**config.mk**
```make
export PLATFORM = sky130hd
export DESIGN_NAME = osc_file_image_header_parser
export DESIGN_NICKNAME = d
export VERILOG_FILES = /design/src/rtl/core/ofihp_pkg.sv /design/src/rtl/core/ofihp_step.sv /design/src/rtl/core/osc_file_image_header_parser.sv
export SDC_FILE = /design/constraint.sdc
export NUM_CORES = 1
export LEC_CHECK = 0
export BUFFER_PORTS_ARGS = -buffer_cell sky130_fd_sc_hd__buf_2
export CAP_MARGIN = 20
export CORE_MARGIN = 3
export CORE_UTILIZATION = 25
export DETAILED_ROUTE_END_ITERATION = 10
export GPL_ROUTABILITY_DRIVEN = 1
export HOLD_SLACK_MARGIN = 0.08
export PLACE_DENSITY_LB_ADDON = 0.12
export SLEW_MARGIN = 0
export SYNTH_ARGS = -nofsm -noshare
export SYNTH_HDL_FRONTEND = slang
export SYNTH_HIERARCHICAL = 1
export SYNTH_SLANG_ARGS = --single-unit
export TNS_END_PERCENT = 50
```
**constraint.sdc**
```tcl
create_clock -name clk -period 6.7 [get_ports clk]
set_clock_uncertainty 0.2 [all_clocks]
set_input_delay 1.005 -clock clk [delete_from_list [all_inputs] [get_ports clk]]
set_output_delay 1.005 -clock clk [all_outputs]
set_load 0.05 [all_outputs]
```
**src/rtl/core/ofihp_pkg.sv**
```systemverilog
// ----------------------------------------------------------------------------
// ofihp_pkg
// Shared types, codes and constants of the file image header parser.
// ----------------------------------------------------------------------------
package ofihp_pkg;

  localparam int MAX_ARGS_DEF    = 16;
  localparam int KEY_LIMIT_DEF   = 32;
  localparam int VALUE_LIMIT_DEF = 64;
  localparam int LENGTH_BITS_DEF = 16;

  localparam int HDR_LEN = 12;

  localparam logic [7:0] CH_BEL   = 8'h07;
  localparam logic [7:0] CH_ESC   = 8'h1B;
  localparam logic [7:0] CH_COLON = 8'h3A;
  localparam logic [7:0] CH_SEMI  = 8'h3B;
  localparam logic [7:0] CH_EQ    = 8'h3D;

  localparam logic [2:0] ROLE_PREFIX  = 3'd0;
  localparam logic [2:0] ROLE_KEY     = 3'd1;
  localparam logic [2:0] ROLE_VALUE   = 3'd2;
  localparam logic [2:0] ROLE_DELIM   = 3'd3;
  localparam logic [2:0] ROLE_PAYLOAD = 3'd4;
  localparam logic [2:0] ROLE_DISCARD = 3'd5;

  localparam logic [1:0] STATUS_BUSY    = 2'd0;
  localparam logic [1:0] STATUS_SUCCESS = 2'd1;
  localparam logic [1:0] STATUS_ERROR   = 2'd2;

  typedef enum logic [6:0] {
    PH_PREFIX   = 7'b0000001,
    PH_ARGSTART = 7'b0000010,
    PH_KEY      = 7'b0000100,
    PH_VALUE    = 7'b0001000,
    PH_PAYLOAD  = 7'b0010000,
    PH_DONE     = 7'b0100000,
    PH_FAIL     = 7'b1000000
  } phase_t;

  typedef struct packed {
    logic [2:0] role;
    logic [3:0] slot;
    logic [5:0] pos;
    logic       kept;
    logic [1:0] status;
    logic       succ_inc;
    logic       err_inc;
  } res_t;

  function automatic logic [7:0] hdr_byte(input logic [3:0] idx);
    logic [7:0] b;
    case (idx)
      4'd0:    b = 8'h1B;
      4'd1:    b = 8'h5D;
      4'd2:    b = 8'h31;
      4'd3:    b = 8'h33;
      4'd4:    b = 8'h33;
      4'd5:    b = 8'h37;
      4'd6:    b = 8'h3B;
      4'd7:    b = 8'h46;
      4'd8:    b = 8'h69;
      4'd9:    b = 8'h6C;
      4'd10:   b = 8'h65;
      4'd11:   b = 8'h3D;
      default: b = 8'h00;
    endcase
    return b;
  endfunction

endpackage

```
**src/rtl/core/ofihp_step.sv**
```systemverilog
// ----------------------------------------------------------------------------
// ofihp_step
// Per-byte parse logic: next parser state and the result fields of one byte.
// ----------------------------------------------------------------------------
module ofihp_step #(
  parameter int MAX_ARGS    = ofihp_pkg::MAX_ARGS_DEF,
  parameter int KEY_LIMIT   = ofihp_pkg::KEY_LIMIT_DEF,
  parameter int VALUE_LIMIT = ofihp_pkg::VALUE_LIMIT_DEF,
  parameter int LENGTH_BITS = ofihp_pkg::LENGTH_BITS_DEF,
  localparam int ARG_W = $clog2(MAX_ARGS + 1),
  localparam int FC_W  = $clog2((KEY_LIMIT > VALUE_LIMIT) ? KEY_LIMIT : VALUE_LIMIT)
) (
  input  logic [7:0]             byte_i,
  input  logic                   last_i,
  input  ofihp_pkg::phase_t      phase_i,
  input  logic [3:0]             pidx_i,
  input  logic [ARG_W-1:0]       acnt_i,
  input  logic [FC_W-1:0]        fcnt_i,
  input  logic                   kne_i,
  input  logic [LENGTH_BITS-1:0] bpos_i,
  input  logic [LENGTH_BITS-1:0] pstart_i,
  input  logic [LENGTH_BITS-1:0] pcnt_i,
  output ofihp_pkg::phase_t      phase_o,
  output logic [3:0]             pidx_o,
  output logic [ARG_W-1:0]       acnt_o,
  output logic [FC_W-1:0]        fcnt_o,
  output logic                   kne_o,
  output logic [LENGTH_BITS-1:0] bpos_o,
  output logic [LENGTH_BITS-1:0] pstart_o,
  output logic [LENGTH_BITS-1:0] pcnt_o,
  output ofihp_pkg::res_t        res_o,
  output logic [ARG_W-1:0]       acnt_res_o,
  output logic [LENGTH_BITS-1:0] pstart_res_o,
  output logic [LENGTH_BITS-1:0] pcnt_res_o
);

  localparam logic [LENGTH_BITS-1:0] LEN_MAX = '1;

  ofihp_pkg::phase_t      ph;
  logic [3:0]             pidx;
  logic [ARG_W-1:0]       acnt;
  logic [FC_W-1:0]        fc;
  logic                   kne;
  logic [LENGTH_BITS-1:0] pstart;
  logic [LENGTH_BITS-1:0] pcnt;
  logic [LENGTH_BITS-1:0] bpos_inc;
  logic                   key_path;
  logic                   is_term;
  logic [FC_W-1:0]        fc_k;
  logic                   kne_k;
  logic [8:0]             fc_ext;
  logic [7:0]             acnt_ext;
  logic                   char_hit;
  ofihp_pkg::res_t        res;

  assign bpos_inc = (bpos_i == LEN_MAX) ? bpos_i : bpos_i + 1'b1;
  assign is_term  = (byte_i == ofihp_pkg::CH_BEL) || (byte_i == ofihp_pkg::CH_ESC);

  always_comb begin
    ph       = phase_i;
    pidx     = pidx_i;
    acnt     = acnt_i;
    fc       = fcnt_i;
    kne      = kne_i;
    pstart   = pstart_i;
    pcnt     = pcnt_i;
    key_path = 1'b0;
    char_hit = 1'b0;
    fc_k     = fcnt_i;
    kne_k    = kne_i;
    res      = '0;
    res.role = ofihp_pkg::ROLE_DISCARD;

    case (phase_i)
      ofihp_pkg::PH_PREFIX: begin
        if (byte_i == ofihp_pkg::hdr_byte(pidx_i)) begin
          res.role = ofihp_pkg::ROLE_PREFIX;
          pidx     = pidx_i + 1'b1;
          if (pidx_i == 4'(ofihp_pkg::HDR_LEN - 1)) begin
            ph = ofihp_pkg::PH_ARGSTART;
          end
        end else begin
          ph          = ofihp_pkg::PH_FAIL;
          res.err_inc = 1'b1;
        end
      end
      ofihp_pkg::PH_ARGSTART: begin
        if (byte_i == ofihp_pkg::CH_COLON) begin
          res.role     = ofihp_pkg::ROLE_DELIM;
          ph           = ofihp_pkg::PH_PAYLOAD;
          pstart       = bpos_inc;
          pcnt         = '0;
          res.succ_inc = 1'b1;
        end else if (is_term || (acnt_i >= ARG_W'(MAX_ARGS))) begin
          ph          = ofihp_pkg::PH_FAIL;
          res.err_inc = 1'b1;
        end else begin
          key_path = 1'b1;
          fc_k     = '0;
          kne_k    = 1'b0;
        end
      end
      ofihp_pkg::PH_KEY: begin
        key_path = 1'b1;
      end
      ofihp_pkg::PH_VALUE: begin
        if (byte_i == ofihp_pkg::CH_SEMI) begin
          res.role = ofihp_pkg::ROLE_DELIM;
          acnt     = kne_i ? acnt_i + 1'b1 : acnt_i;
          kne      = 1'b0;
          fc       = '0;
          ph       = ofihp_pkg::PH_ARGSTART;
        end else if (byte_i == ofihp_pkg::CH_COLON) begin
          res.role     = ofihp_pkg::ROLE_DELIM;
          acnt         = kne_i ? acnt_i + 1'b1 : acnt_i;
          kne          = 1'b0;
          fc           = '0;
          ph           = ofihp_pkg::PH_PAYLOAD;
          pstart       = bpos_inc;
          pcnt         = '0;
          res.succ_inc = 1'b1;
        end else if (is_term) begin
          acnt        = kne_i ? acnt_i + 1'b1 : acnt_i;
          kne         = 1'b0;
          fc          = '0;
          ph          = ofihp_pkg::PH_FAIL;
          res.err_inc = 1'b1;
        end else begin
          res.role = ofihp_pkg::ROLE_VALUE;
          char_hit = 1'b1;
          if (fcnt_i < FC_W'(VALUE_LIMIT - 1)) begin
            fc       = fcnt_i + 1'b1;
            res.kept = 1'b1;
          end
        end
      end
      ofihp_pkg::PH_PAYLOAD: begin
        if (is_term) begin
          res.role = ofihp_pkg::ROLE_DELIM;
          ph       = ofihp_pkg::PH_DONE;
        end else begin
          res.role = ofihp_pkg::ROLE_PAYLOAD;
          pcnt     = (pcnt_i == LEN_MAX) ? pcnt_i : pcnt_i + 1'b1;
        end
      end
      default: begin
      end
    endcase

    if (key_path) begin
      fc  = fc_k;
      kne = kne_k;
      if (byte_i == ofihp_pkg::CH_EQ) begin
        res.role = ofihp_pkg::ROLE_DELIM;
        ph       = ofihp_pkg::PH_VALUE;
        fc       = '0;
      end else if (byte_i == ofihp_pkg::CH_SEMI) begin
        res.role = ofihp_pkg::ROLE_DELIM;
        acnt     = kne_k ? acnt_i + 1'b1 : acnt_i;
        kne      = 1'b0;
        fc       = '0;
        ph       = ofihp_pkg::PH_ARGSTART;
      end else if (byte_i == ofihp_pkg::CH_COLON) begin
        res.role     = ofihp_pkg::ROLE_DELIM;
        acnt         = kne_k ? acnt_i + 1'b1 : acnt_i;
        kne          = 1'b0;
        fc           = '0;
        ph           = ofihp_pkg::PH_PAYLOAD;
        pstart       = bpos_inc;
        pcnt         = '0;
        res.succ_inc = 1'b1;
      end else begin
        res.role = ofihp_pkg::ROLE_KEY;
        char_hit = 1'b1;
        kne      = 1'b1;
        ph       = ofihp_pkg::PH_KEY;
        if (fc_k < FC_W'(KEY_LIMIT - 1)) begin
          fc       = fc_k + 1'b1;
          res.kept = 1'b1;
        end
      end
    end

    acnt_ext = 8'(acnt_i);
    fc_ext   = 9'(fc);
    if (char_hit) begin
      res.slot = acnt_ext[3:0];
      res.pos  = (fc_ext > 9'd63) ? 6'd63 : fc_ext[5:0];
    end

    if (last_i && (ph != ofihp_pkg::PH_PAYLOAD) && (ph != ofihp_pkg::PH_DONE) &&
        (ph != ofihp_pkg::PH_FAIL)) begin
      ph          = ofihp_pkg::PH_FAIL;
      res.err_inc = 1'b1;
    end

    if (ph == ofihp_pkg::PH_FAIL) begin
      res.status = ofihp_pkg::STATUS_ERROR;
    end else if ((ph == ofihp_pkg::PH_PAYLOAD) || (ph == ofihp_pkg::PH_DONE)) begin
      res.status = ofihp_pkg::STATUS_SUCCESS;
    end else begin
      res.status = ofihp_pkg::STATUS_BUSY;
    end
  end

  assign res_o        = res;
  assign acnt_res_o   = acnt;
  assign pstart_res_o = pstart;
  assign pcnt_res_o   = pcnt;

  assign phase_o  = last_i ? ofihp_pkg::PH_PREFIX : ph;
  assign pidx_o   = last_i ? 4'd0 : pidx;
  assign acnt_o   = last_i ? '0 : acnt;
  assign fcnt_o   = last_i ? '0 : fc;
  assign kne_o    = last_i ? 1'b0 : kne;
  assign bpos_o   = last_i ? '0 : bpos_inc;
  assign pstart_o = last_i ? '0 : pstart;
  assign pcnt_o   = last_i ? '0 : pcnt;

endmodule

```
**src/rtl/core/osc_file_image_header_parser.sv**
```systemverilog
// ----------------------------------------------------------------------------
// osc_file_image_header_parser
// Byte-serial parser for the header of a terminal inline file escape sequence.
//
//   Channel  Direction  Transaction
//   in_      input      one buffer byte and its end-of-buffer flag
//   out_     output     role, slot, position and running status of that byte
//
// One byte is taken per cycle while in_stall is low; each byte passes an
// input register and then a result register, from which its result is
// driven on out_. The rate is set by the parser state update between the
// two, which is registered together with the result.
// Reset clears the parser state, both totals and both valid flags.
// A stall on the result side holds the result register; while a byte also
// waits in the input register, in_stall is high in that same cycle.
// ----------------------------------------------------------------------------
module osc_file_image_header_parser #(
  parameter int MAX_ARGS    = ofihp_pkg::MAX_ARGS_DEF,
  parameter int KEY_LIMIT   = ofihp_pkg::KEY_LIMIT_DEF,
  parameter int VALUE_LIMIT = ofihp_pkg::VALUE_LIMIT_DEF,
  parameter int LENGTH_BITS = ofihp_pkg::LENGTH_BITS_DEF
) (
  input  logic        clk,
  input  logic        rst_n,
  input  logic        in_valid,
  output logic        in_stall,
  input  logic [7:0]  in_byte_value,
  input  logic        in_is_last,
  output logic        out_valid,
  input  logic        out_stall,
  output logic [2:0]  out_byte_role,
  output logic [3:0]  out_arg_slot,
  output logic [5:0]  out_char_position,
  output logic        out_char_kept,
  output logic [1:0]  out_parse_status,
  output logic [4:0]  out_args_found,
  output logic [15:0] out_payload_offset,
  output logic [15:0] out_payload_length,
  output logic [31:0] out_success_total,
  output logic [31:0] out_error_total
);

  localparam int ARG_W = $clog2(MAX_ARGS + 1);
  localparam int FC_W  = $clog2((KEY_LIMIT > VALUE_LIMIT) ? KEY_LIMIT : VALUE_LIMIT);
  localparam int EXT_W = LENGTH_BITS + 16;

  logic                   s1_valid_r;
  logic [7:0]             s1_byte_r;
  logic                   s1_last_r;
  logic                   out_free;
  logic                   fire;

  ofihp_pkg::phase_t      phase_r, phase_nxt;
  logic [3:0]             pidx_r, pidx_nxt;
  logic [ARG_W-1:0]       acnt_r, acnt_nxt;
  logic [FC_W-1:0]        fcnt_r, fcnt_nxt;
  logic                   kne_r, kne_nxt;
  logic [LENGTH_BITS-1:0] bpos_r, bpos_nxt;
  logic [LENGTH_BITS-1:0] pstart_r, pstart_nxt;
  logic [LENGTH_BITS-1:0] pcnt_r, pcnt_nxt;
  logic [31:0]            succ_r, succ_nxt;
  logic [31:0]            err_r, err_nxt;

  ofihp_pkg::res_t        res;
  logic [ARG_W-1:0]       acnt_res;
  logic [LENGTH_BITS-1:0] pstart_res;
  logic [LENGTH_BITS-1:0] pcnt_res;
  logic [7:0]             acnt_ext;
  logic [EXT_W-1:0]       pstart_ext;
  logic [EXT_W-1:0]       pcnt_ext;

  logic                   out_valid_r;
  ofihp_pkg::res_t        out_res_r;
  logic [4:0]             out_args_r;
  logic [15:0]            out_poff_r;
  logic [15:0]            out_plen_r;
  logic [31:0]            out_succ_r;
  logic [31:0]            out_err_r;

  assign out_free = !out_valid_r || !out_stall;
  assign fire     = s1_valid_r && out_free;
  assign in_stall = s1_valid_r && !out_free;

  always_ff @(posedge clk) begin
    if (!rst_n) begin
      s1_valid_r <= 1'b0;
    end else if (!in_stall) begin
      s1_valid_r <= in_valid;
    end
  end

  always_ff @(posedge clk) begin
    if (in_valid && !in_stall) begin
      s1_byte_r <= in_byte_value;
      s1_last_r <= in_is_last;
    end
  end

  ofihp_step #(
    .MAX_ARGS    (MAX_ARGS),
    .KEY_LIMIT   (KEY_LIMIT),
    .VALUE_LIMIT (VALUE_LIMIT),
    .LENGTH_BITS (LENGTH_BITS)
  ) u_step (
    .byte_i       (s1_byte_r),
    .last_i       (s1_last_r),
    .phase_i      (phase_r),
    .pidx_i       (pidx_r),
    .acnt_i       (acnt_r),
    .fcnt_i       (fcnt_r),
    .kne_i        (kne_r),
    .bpos_i       (bpos_r),
    .pstart_i     (pstart_r),
    .pcnt_i       (pcnt_r),
    .phase_o      (phase_nxt),
    .pidx_o       (pidx_nxt),
    .acnt_o       (acnt_nxt),
    .fcnt_o       (fcnt_nxt),
    .kne_o        (kne_nxt),
    .bpos_o       (bpos_nxt),
    .pstart_o     (pstart_nxt),
    .pcnt_o       (pcnt_nxt),
    .res_o        (res),
    .acnt_res_o   (acnt_res),
    .pstart_res_o (pstart_res),
    .pcnt_res_o   (pcnt_res)
  );

  assign succ_nxt   = succ_r + 32'(res.succ_inc);
  assign err_nxt    = err_r + 32'(res.err_inc);
  assign acnt_ext   = 8'(acnt_res);
  assign pstart_ext = EXT_W'(pstart_res);
  assign pcnt_ext   = EXT_W'(pcnt_res);

  always_ff @(posedge clk) begin
    if (!rst_n) begin
      phase_r  <= ofihp_pkg::PH_PREFIX;
      pidx_r   <= '0;
      acnt_r   <= '0;
      fcnt_r   <= '0;
      kne_r    <= 1'b0;
      bpos_r   <= '0;
      pstart_r <= '0;
      pcnt_r   <= '0;
      succ_r   <= '0;
      err_r    <= '0;
    end else if (fire) begin
      phase_r  <= phase_nxt;
      pidx_r   <= pidx_nxt;
      acnt_r   <= acnt_nxt;
      fcnt_r   <= fcnt_nxt;
      kne_r    <= kne_nxt;
      bpos_r   <= bpos_nxt;
      pstart_r <= pstart_nxt;
      pcnt_r   <= pcnt_nxt;
      succ_r   <= succ_nxt;
      err_r    <= err_nxt;
    end
  end

  always_ff @(posedge clk) begin
    if (!rst_n) begin
      out_valid_r <= 1'b0;
    end else if (out_free) begin
      out_valid_r <= s1_valid_r;
    end
  end

  always_ff @(posedge clk) begin
    if (fire) begin
      out_res_r  <= res;
      out_args_r <= acnt_ext[4:0];
      out_poff_r <= pstart_ext[15:0];
      out_plen_r <= pcnt_ext[15:0];
      out_succ_r <= succ_nxt;
      out_err_r  <= err_nxt;
    end
  end

  assign out_valid          = out_valid_r;
  assign out_byte_role      = out_res_r.role;
  assign out_arg_slot       = out_res_r.slot;
  assign out_char_position  = out_res_r.pos;
  assign out_char_kept      = out_res_r.kept;
  assign out_parse_status   = out_res_r.status;
  assign out_args_found     = out_args_r;
  assign out_payload_offset = out_poff_r;
  assign out_payload_length = out_plen_r;
  assign out_success_total  = out_succ_r;
  assign out_error_total    = out_err_r;

  a_prefix_range: assert property (@(posedge clk) disable iff (!rst_n)
    pidx_r <= 4'(ofihp_pkg::HDR_LEN))
    else $error("prefix index beyond header length");

  a_args_range: assert property (@(posedge clk) disable iff (!rst_n)
    acnt_r <= ARG_W'(MAX_ARGS))
    else $error("argument count beyond its limit");

  a_succ_step: assert property (@(posedge clk) disable iff (!rst_n)
    fire && res.succ_inc |=> succ_r == $past(succ_r) + 32'd1)
    else $error("success total did not advance on a colon");

  a_payload_status: assert property (@(posedge clk) disable iff (!rst_n)
    out_valid_r && (out_res_r.role == ofihp_pkg::ROLE_PAYLOAD) |->
      out_res_r.status == ofihp_pkg::STATUS_SUCCESS)
    else $error("payload byte reported without success status");

endmodule

```
# == Word-level counts from Yosys, hierarchy flattened ==
# Memories as Yosys holds them, arrays and structs flattened. A register that Yosys moved wholly into a read port is not among the register bits.
# Cells that the tools add are included.
# totals
mem_bits_ro,112
wordCells,201
out_inout_bits,119
regBits,263
n_memories,1
in_bits,13
# classes
mux,125
n_lt_le_gt_ge,3
add_sub_neg,8
n_reduce_logical,20
n_eq_ne,20
# memory_table
memory,depth,word_bits,read_ports,rd_clocked_by_memory_dff,wr,line_no,text
(no name shown),16,7,1,1,0,ofihp_pkg.sv:53,case (idx)
# ops
cell,n
$mux 16,18
$mux 7,13
$mux 6,14
$add 32x1->32,2
$mux 5,12
$pmux 16 s3,1
$mux 1,44
$add 16x1->16 const B,2
$eq 16x16->1 const B,2
$pmux 16 s2,1
$pmux 7 s4,1
$mux 3,9
$eq 8x6->1 const B,3
$mux 4,5
$eq 7x5->1 const B,2
$add 6x1->6 const B,2
$pmux 3 s4,1
$eq 8x3->1 const B,1
$eq 8x5->1 const B,1
$eq 8x8->1,1
$mux 8,1
$eq 7x1->1 const B,1
$eq 7x2->1 const B,1
$eq 7x3->1 const B,1
other kinds (22),37

# == Depth between registers and ports, before layout ==
# Gate-level depths: netlist of the first run.
# depth
word_depth,15
depth_mapped,20
mapped_depth_nobuf,17

# == Hierarchy ==
# Netlist of the first run, hierarchy kept.
# modules_own_cells
module,n_inst,area_each_um2,cells_each
osc_file_image_header_parser,1,10112.2,937
ofihp_step,1,3034.2,509

# == Worst setup path before layout of the first run ==
# No wires, ideal clock.
# synth_timing
path_kind,input port to flip-flop
startpoint,input out_stall
endpoint,"register out_res_r, in the netlist out_arg_slot[0] (enable)"
t_required_ns,5.973
arrival_ns,4.964
path_stages,5
setup_slack_ns,1.009
path_cell_list,a21bo_2 clkbuf_1 inv_1 buf_2 buf_1
# synth_between
elab_chain_len,3
# synth_rtl
element,line_no,text
from (decl),osc_file_image_header_parser.sv:30,"input logic out_stall,"
$logic_not 1->1,osc_file_image_header_parser.sv:80,assign out_free = !out_valid_r || !out_stall;
$logic_or 1x1->1,osc_file_image_header_parser.sv:80,
$logic_and 1x1->1,osc_file_image_header_parser.sv:81,assign fire = s1_valid_r && out_free;
via fire,osc_file_image_header_parser.sv:51,logic fire;
to (signal assigned),osc_file_image_header_parser.sv:171,out_res_r <= res;
to (decl),osc_file_image_header_parser.sv:73,ofihp_pkg::res_t out_res_r;
# The timed path passes the listed nets, and every way through them passes these cells.
# A chain may end at the register's enable or synchronous reset.

==> out/results.md, run 1 <==
| Result | Reported |
|:---|:---|
| Via-per-instance ratio | 4.64 |
| Drc violations | 0 |
| Cell-internal power | 2.93 mW |
| Number of nets in the synthesized netlist | 1477 |
| Drt pass-1 iters | 4 |
| Number of nets in the finished design | 1579 |
| Pin count of the biggest net entering global routing | 131 |
| Die W | 235 um |
| Final hold slack | 0.254 ns |
| Worst stage delay on the critical path | 0.57 ns |
| Reg power frac | 0.446 |
| Top flip-flop cell by instance count after synthesis | dfxtp_1 |
| Routed Wire Length | 35500 um |
| Top delay family on crit path | simple AND/OR/NAND/NOR gates |
| Top achievable clock speed | 0.176 GHz |
| Worst-skew pair later-pin latency | 0.53 ns |
| Total via count after detailed routing | 10500 |
| Number of hold-slack violations in the final timing report | 0 |
| # resized after CTS | 0 |
| Max_slew headroom | 0.394 |
| Post-synthesis instance total | 1446 |
| Reg2Reg Launch Point | pidx_r[1] |
| Final non-filler cell area | 15600 um^2 |
| Crit. path cell count | 18 |
| Leakage | 5.30 nW |
| Worst hold endpoint | pstart_r[6] |
| Switching power total | 0.980 mW |
| Library cell used as clock root buffer | clkbuf_16 |
| Routability Congestion | 0.797 |
| Number of global-route vias before repair | 10100 |
| Final clock period utilization by the worst path | 0.847 |
| Clock edge transition at the registers on the reported setup and hold paths | 0.06 ns |
| Area of the core | 51700 um^2 |
| Total of warnings raised by yosys | 6 |
| Initial drt markers | 639 |
| Required time of the worst setup path | 6.95 ns |
| Total Routing Usage GR | 0.126 |
| Synthesized cell area | 13100 um^2 |
| Crit. End Element | flip-flop |
| Start point of the worst min-delay path | pstart_r[6] |
| Arr. time, crit path | 5.93 ns |
| Area of the multi-input gates | 6250 um^2 |
| Highest metal layer used by the detailed router | met4 |
| Area added between synthesis and finish | 19.0% |
| Buffer and inverter count on the worst path | 2 |
| Die Y | 235 um |
| Cells traversed along the worst timing path | inv_1 -> ha_1 -> or3b_1 -> a2111oi_0 -> a311oi_1 -> nor4_2 -> a31oi_1 -> a21oi_1 -> nor3_1 -> a21oi_1 -> ha_1 -> ha_1 -> nand3_1 -> nor2_2 -> buf_4 -> nand4_1 -> or4_1 -> a21oi_1 |
| Yosys reg bits | 263 |
| Total of endpoints with negative setup slack in the final report | 0 |
| Placement-stage cell area | 14500 um^2 |
| Area of the die | 55400 um^2 |
| Residual overflow from global routing | 0 |
| Count of unique library cells instantiated by Yosys | 76 |
| Tightest Pin Transition | 0.910 ns |
| Input/output buffers | 131 |
| Clock sinks | 263 |
| Worst setup SP type | flip-flop |
| Minimum setup slack after placement | 1.00 ns |
| Crit path max-delay cell type | nor4_2 |
| Fraction of power spent switching nets | 0.251 |
| Buffers inserted by post-CTS timing repair | 0 |
| Peak ir drop on the vdd network | 0.141 mV |
| Mean instance size in the synthesized netlist | 9.09 um^2 |
| Sequential share of the synthesized area | 0.496 |
| Path depth of the worst reg2reg path | 18 |
| Placed cells | 2191 |
| Path type of the worst min-delay path | reg -> reg |
| Max cap viols | 0 |
| I/O pin cnt | 132 |
| Clock Power Share | 0.486 |
| Deepest level of the CTS H-tree | 2 |
| Number of antenna violations at the first check in global routing | 0 |
| Capture instance of the worst register-to-register path | err_r[30] |
| Longest Clk Path Bufs | 3 |
| Routed Antenna Nets | 0 |
| Fraction of layout instances using a drive strength above 1 | 0.146 |
| Fin. max-slew vios | 0 |
| Routed met3 length | 1500 um |
| Hold Path Stages | 2 |
| Initial cell density of the core | 0.254 |
| Critical path class | reg -> reg |
| Flop-to-flop setup slack | 1.02 ns |
| Wire length on met2 | 16300 um |
| Detail Placement HPWL | 22800 um |
| CTS tree | yes |
| Status | finished, final reports clean |
| Pwr dens | 250 nW/um^2 |
| Number of buffers inserted during clock tree synthesis | 34 |
| Wire length the detailed router placed on met1 | 17100 um |
| Async SR Flop Fraction | 0 |
| Filler instances | 5526 |
| Row count | 83 |
| Number of flops mapped to enable cells by yosys | 126 |
| Total negative slack | 0 ns |
| Final cell count without fillers | 2255 |
| Area taken by flip-flops and latches | 6530 um^2 |
| Final worst path period need | 5.68 ns |
| Setup repair after global routing missed its margin | no |
| Overall power after layout | 3.91 mW |
| Post-layout util | 0.303 |
| Final WS setup | 1.02 ns |
| Largest fanout on the critical path | 13 |
| Relative contribution of combinational cells to total power | 0.068 |
| Wire length of the first global-routing pass | 57300 um |
| Wire per inst | 15.7 um |
| CTS hold repair buffers | 0 |
sequential cells by signal, summed over array words and instances, names as in the netlist, 7 cells and up:
register	count
err_r	32
out_error_total	32
out_success_total	32
succ_r	32
bpos_r	16
out_payload_length	16
out_payload_offset	16
pcnt_r	16
pstart_r	16
s1_byte_r	8
phase_r	7
kinds of logic after synthesis:
kind of cell    synth area share
compound gates             0.109
flops                      0.496
xor+xnor                  0.0839
mux                      0.00723
fa+ha+maj                 0.0171
buf+inv                   0.0294
simple gates               0.257
layout by cell type (no fill, tap or decap), drive strengths merged, types with 5 or more instances in the layout:
cell / n
or4: 7
ha: 18
nor2b: 12
xnor2: 55
and2: 40
xor2: 71
edfxtp: 126
and4: 9
nand2b: 11
nand2: 255
nand4: 34
nand3b: 6
o31ai: 9
clkbuf: 48
a31oi: 6
dfxtp: 137
nor3: 34
mux2i: 5
a22oi: 7
nor4b: 5
and3: 19
nor2: 163
a21oi: 121
nor4: 17
clkinv: 8
nand3: 59
o21a: 6
buf: 146
inv: 20
nor3b: 5
o21ai: 50
or3: 12
final cells by class:
| type | instances | share of cell area |
|---|---|---|
| clock buffer | 47 | 0.0635 |
| inverter | 17 | 0.00472 |
| timing repair buffer | 147 | 0.0502 |
| tap | 680 | 0.0544 |
| sequential | 263 | 0.417 |
| antenna | 1 | 0.000160 |
| multi-input combinational | 1085 | 0.399 |
| clock inverter | 15 | 0.0105 |
synth_stat cells (all sizes together), types with 5 or more instances:
cell type    n  area [um^2]
a21oi      121          606
a22oi        7         52.6
a31oi        6         37.5
and2        40          250
and3        19          119
and4         9         78.8
buf         22          100
clkbuf      59          223
dfxtp      137         2740
edfxtp     126         3780
ha          18          225
inv         17         63.8
mux2i        5         50.1
nand2      255          957
nand2b      11         68.8
nand3       59          313
nand3b       6         45.0
nand4       34          213
nor2       163          629
nor2b       12         75.1
nor3        34          185
nor3b        5         37.5
nor4        17          146
nor4b        5         56.3
o21a         6         45.0
o21ai       50          250
o31ai        9         67.6
or3         12         80.1
or4          7         56.3
xnor2       55          482
xor2        71          622
power by group through the flow:
stage	clock [mW]	combinational (mW)	sequential, mW
after CTS	1.98	0.273	1.74
after floorplan	0	0.0725	1.90
after detailed placement	0	0.273	1.78
after global placement	0	0.273	1.78
final	1.90	0.267	1.74
after global routing	2.05	0.283	1.75
how the worst max path moves through the flow:
stage,from,slack (ns),to
6_report,pidx_r[1],1.02,err_r[30]
5_1_grt,pidx_r[1],0.41,err_r[30]
4_1_cts,pidx_r[1],0.99,err_r[30]
3_5_place_dp,pidx_r[1],1.00,err_r[30]
3_3_place_gp,pidx_r[1],1.13,err_r[30]
2_1_floorplan,out_stall,1.01,out_arg_slot[0]
routing by layer:
metal | GRT usage | vias up
li1 | - | 5288
met3 | 0.0273 | 46
met1 | 0.172 | 4967
met2 | 0.204 | 170
met4 | 0.0323 | 0
met5 | 0 | -
worst min-delay path, stage by stage (launching register included):
cell	delay [ns]
dfxtp_1	0.31
nand2_1	0.05
a21oi_1	0.05
No activity file was read; power rests on OpenSTA's default activity.
==> inputs of run 2 (changes only) <==
Clock period 6.7 ns to 5.43 ns, I/O delays scaled along.
==> out/results.md, run 2 (synthesized netlist as in run 1, its figures left out) <==
| Result | Reported | Change |
|:---|:---|:---|
| Max_slew headroom | 0.367 | -0.0270 |
| Arr. time, crit path | 5.23 ns | -0.70 ns |
| CTS hold repair buffers | 0 | unchanged |
| Area of the core | 51700 um^2 | unchanged |
| Routed Antenna Nets | 0 | unchanged |
| Antenna fix cells | 0 | -1 |
| Initial cell density of the core | 0.254 | unchanged |
| Number of hold-slack violations in the final timing report | 0 | unchanged |
| Pwr dens | 311 nW/um^2 | +24% |
| Critical path class | reg -> reg |  |
| I/O pin cnt | 132 | unchanged |
| Fin. max-slew vios | 0 | unchanged |
| Post-layout util | 0.304 | +0.00177 |
| Library cell used as clock root buffer | clkbuf_16 |  |
| Number of antenna violations at the first check in global routing | 0 | unchanged |
| Longest Clk Path Bufs | 3 | unchanged |
| Number of global-route vias before repair | 10100 | -0.26% |
| Required time of the worst setup path | 5.67 ns | -1.28 ns |
| Status | finished, final reports clean |  |
| Path type of the worst min-delay path | in -> reg |  |
| Row count | 83 | unchanged |
| Max cap viols | 0 | unchanged |
| Routability Congestion | 0.787 | -1.3% |
| Clock edge transition at the registers on the reported setup and hold paths | 0.06 ns | about the same |
| Reg power frac | 0.439 | -0.007 |
| Number of nets in the finished design | 1585 | +0.38% |
| Final clock period utilization by the worst path | 0.918 | +0.0710 |
| CTS tree | yes |  |
| Clock sinks | 263 | unchanged |
| Crit. End Element | flip-flop |  |
| Commonest non-fill, non-tap cells in the layout | nand2_1, nor2_1, dfxtp_1, buf_2, edfxtp_1 |  |
| Most common cell after layout, fill and taps aside | nand2_1 |  |
| Wire length of the first global-routing pass | 57300 um | about the same |
| Input/output buffers | 131 | unchanged |
| Drc violations | 0 | unchanged |
| Clock Power Share | 0.493 | +0.007 |
| Final worst path period need | 4.99 ns | -0.690 ns |
| Relative contribution of combinational cells to total power | 0.068 | about the same |
| Minimum setup slack after placement | 0.0302 ns | -0.970 ns |
| Cell-internal power | 3.68 mW | +26% |
| Total negative slack | 0 ns | unchanged |
| Area added between synthesis and finish | 19.7% |  |
| Leakage | 5.34 nW | +0.84% |
| Setup repair after global routing missed its margin | no |  |
| Die W | 235 um | unchanged |
| Die Y | 235 um | unchanged |
| Final WS setup | 0.443 ns | -0.580 ns |
| Detail Placement HPWL | 23200 um | +1.3% |
| Total via count after detailed routing | 10400 | -0.42% |
| Drt pass-1 iters | 5 | +1 |
| Pin count of the biggest net entering global routing | 123 | -6.1% |
| Total Routing Usage GR | 0.127 | +0.000453 |
| Top achievable clock speed | 0.201 GHz | +14% |
| Wire per inst | 16.0 um | +1.5% |
| Routed Wire Length | 36100 um | +1.7% |
| Worst setup SP type | flip-flop |  |
| Fraction of power spent switching nets | 0.247 | -0.00382 |
| Tightest Pin Transition | 0.942 ns | +0.0327 ns |
| Deepest level of the CTS H-tree | 2 | unchanged |
| Via-per-instance ratio | 4.62 | -0.60% |
| Largest fanout on the critical path | 13 | unchanged |
| Number of buffers inserted during clock tree synthesis | 35 | +2.9% |
| Residual overflow from global routing | 0 | unchanged |
| Initial drt markers | 668 | +4.5% |
| Worst-skew pair later-pin latency | 0.54 ns | about the same |
| Peak ir drop on the vdd network | 0.161 mV | +14% |
| Total of endpoints with negative setup slack in the final report | 0 | unchanged |
| Area of the die | 55400 um^2 | unchanged |
| Fraction of layout instances using a drive strength above 1 | 0.153 | +0.00650 |
| Switching power total | 1.21 mW | +23% |
run 2: layer usage:
metal	vias up	track usage	part of all wire
met2	147	0.202	0.45
met5	-	0	0
met1	4960	0.175	0.49
li1	5280	-	-
met3	40	0.0275	0.038
met4	0	0.0330	0.018
run 2: path summary, 6_finish.rpt:
kind,start,to,slack (ns),cells past startpoint
worst max register to register,pidx_r[0],err_r[30],0.44,19
worst min-delay path,in_byte_value[0],s1_byte_r[0],0.25,1
worst min register to register,pstart_r[14],pstart_r[14],0.25,2
worst max-delay path,pidx_r[0],err_r[30],0.44,19
run 2: what timing repair did:
action | 4_1_cts | 5_1_grt
setup endpoints to repair | 1 | 17
setup buffers | 1 | 0
cloned | 0 | 0
endpoints found under the hold margin | 0 | 0
pin swaps | 1 | 0
resized for setup | 0 | 4
run 2: critical path, stage by stage, from the launching register on:
cell       delay, ns
dfxtp_1         0.45
inv_1           0.16
ha_1            0.38
or3b_1          0.36
a2111oi_1       0.35
a311oi_1        0.10
nor4_2          0.24
buf_4           0.19
nand3_1         0.09
a41oi_2         0.26
nor3_1          0.12
a21oi_2         0.21
ha_1            0.23
ha_1            0.21
nand3_1         0.20
nor2_2          0.23
nand4_1         0.12
buf_4           0.24
or4_1           0.40
a21oi_1         0.14
run 2: through the flow:
stage / power (mW) / cell area, um^2 / hold slack (ns) / cells
6_report: 4.89 / 15700 / 0.251 / 2259
3_3_place_gp: 2.53 / 14500 / 0.242 / 2196
3_5_place_dp: 2.53 / 14500 / 0.248 / 2196
5_1_grt: 5.09 / 15700 / 0.216 / 2259
2_1_floorplan: 2.44 / 13200 / 0.233 / 1446
4_1_cts: 5.00 / 15700 / 0.204 / 2259
run 2: layout make-up:
| class | instances | area (um^2) |
|---|---|---|
| inverter | 17 | 73.8 |
| multi-input combinational | 1085 | 6260 |
| clock inverter | 16 | 210 |
| sequential | 263 | 6530 |
| clock buffer | 46 | 977 |
| fill | 5525 | 36000 |
| timing repair buffer | 152 | 838 |
| tap | 680 | 851 |
run 2: power by group through the flow:
| stage | logic (mW) | clock network [mW] | registers, mW |
|---|---|---|---|
| after floorplan | 0.0898 | 0 | 2.35 |
| after global placement | 0.342 | 0 | 2.19 |
| after detailed placement | 0.341 | 0 | 2.19 |
| after CTS | 0.341 | 2.51 | 2.15 |
| after global routing | 0.355 | 2.58 | 2.15 |
| final | 0.333 | 2.41 | 2.15 |
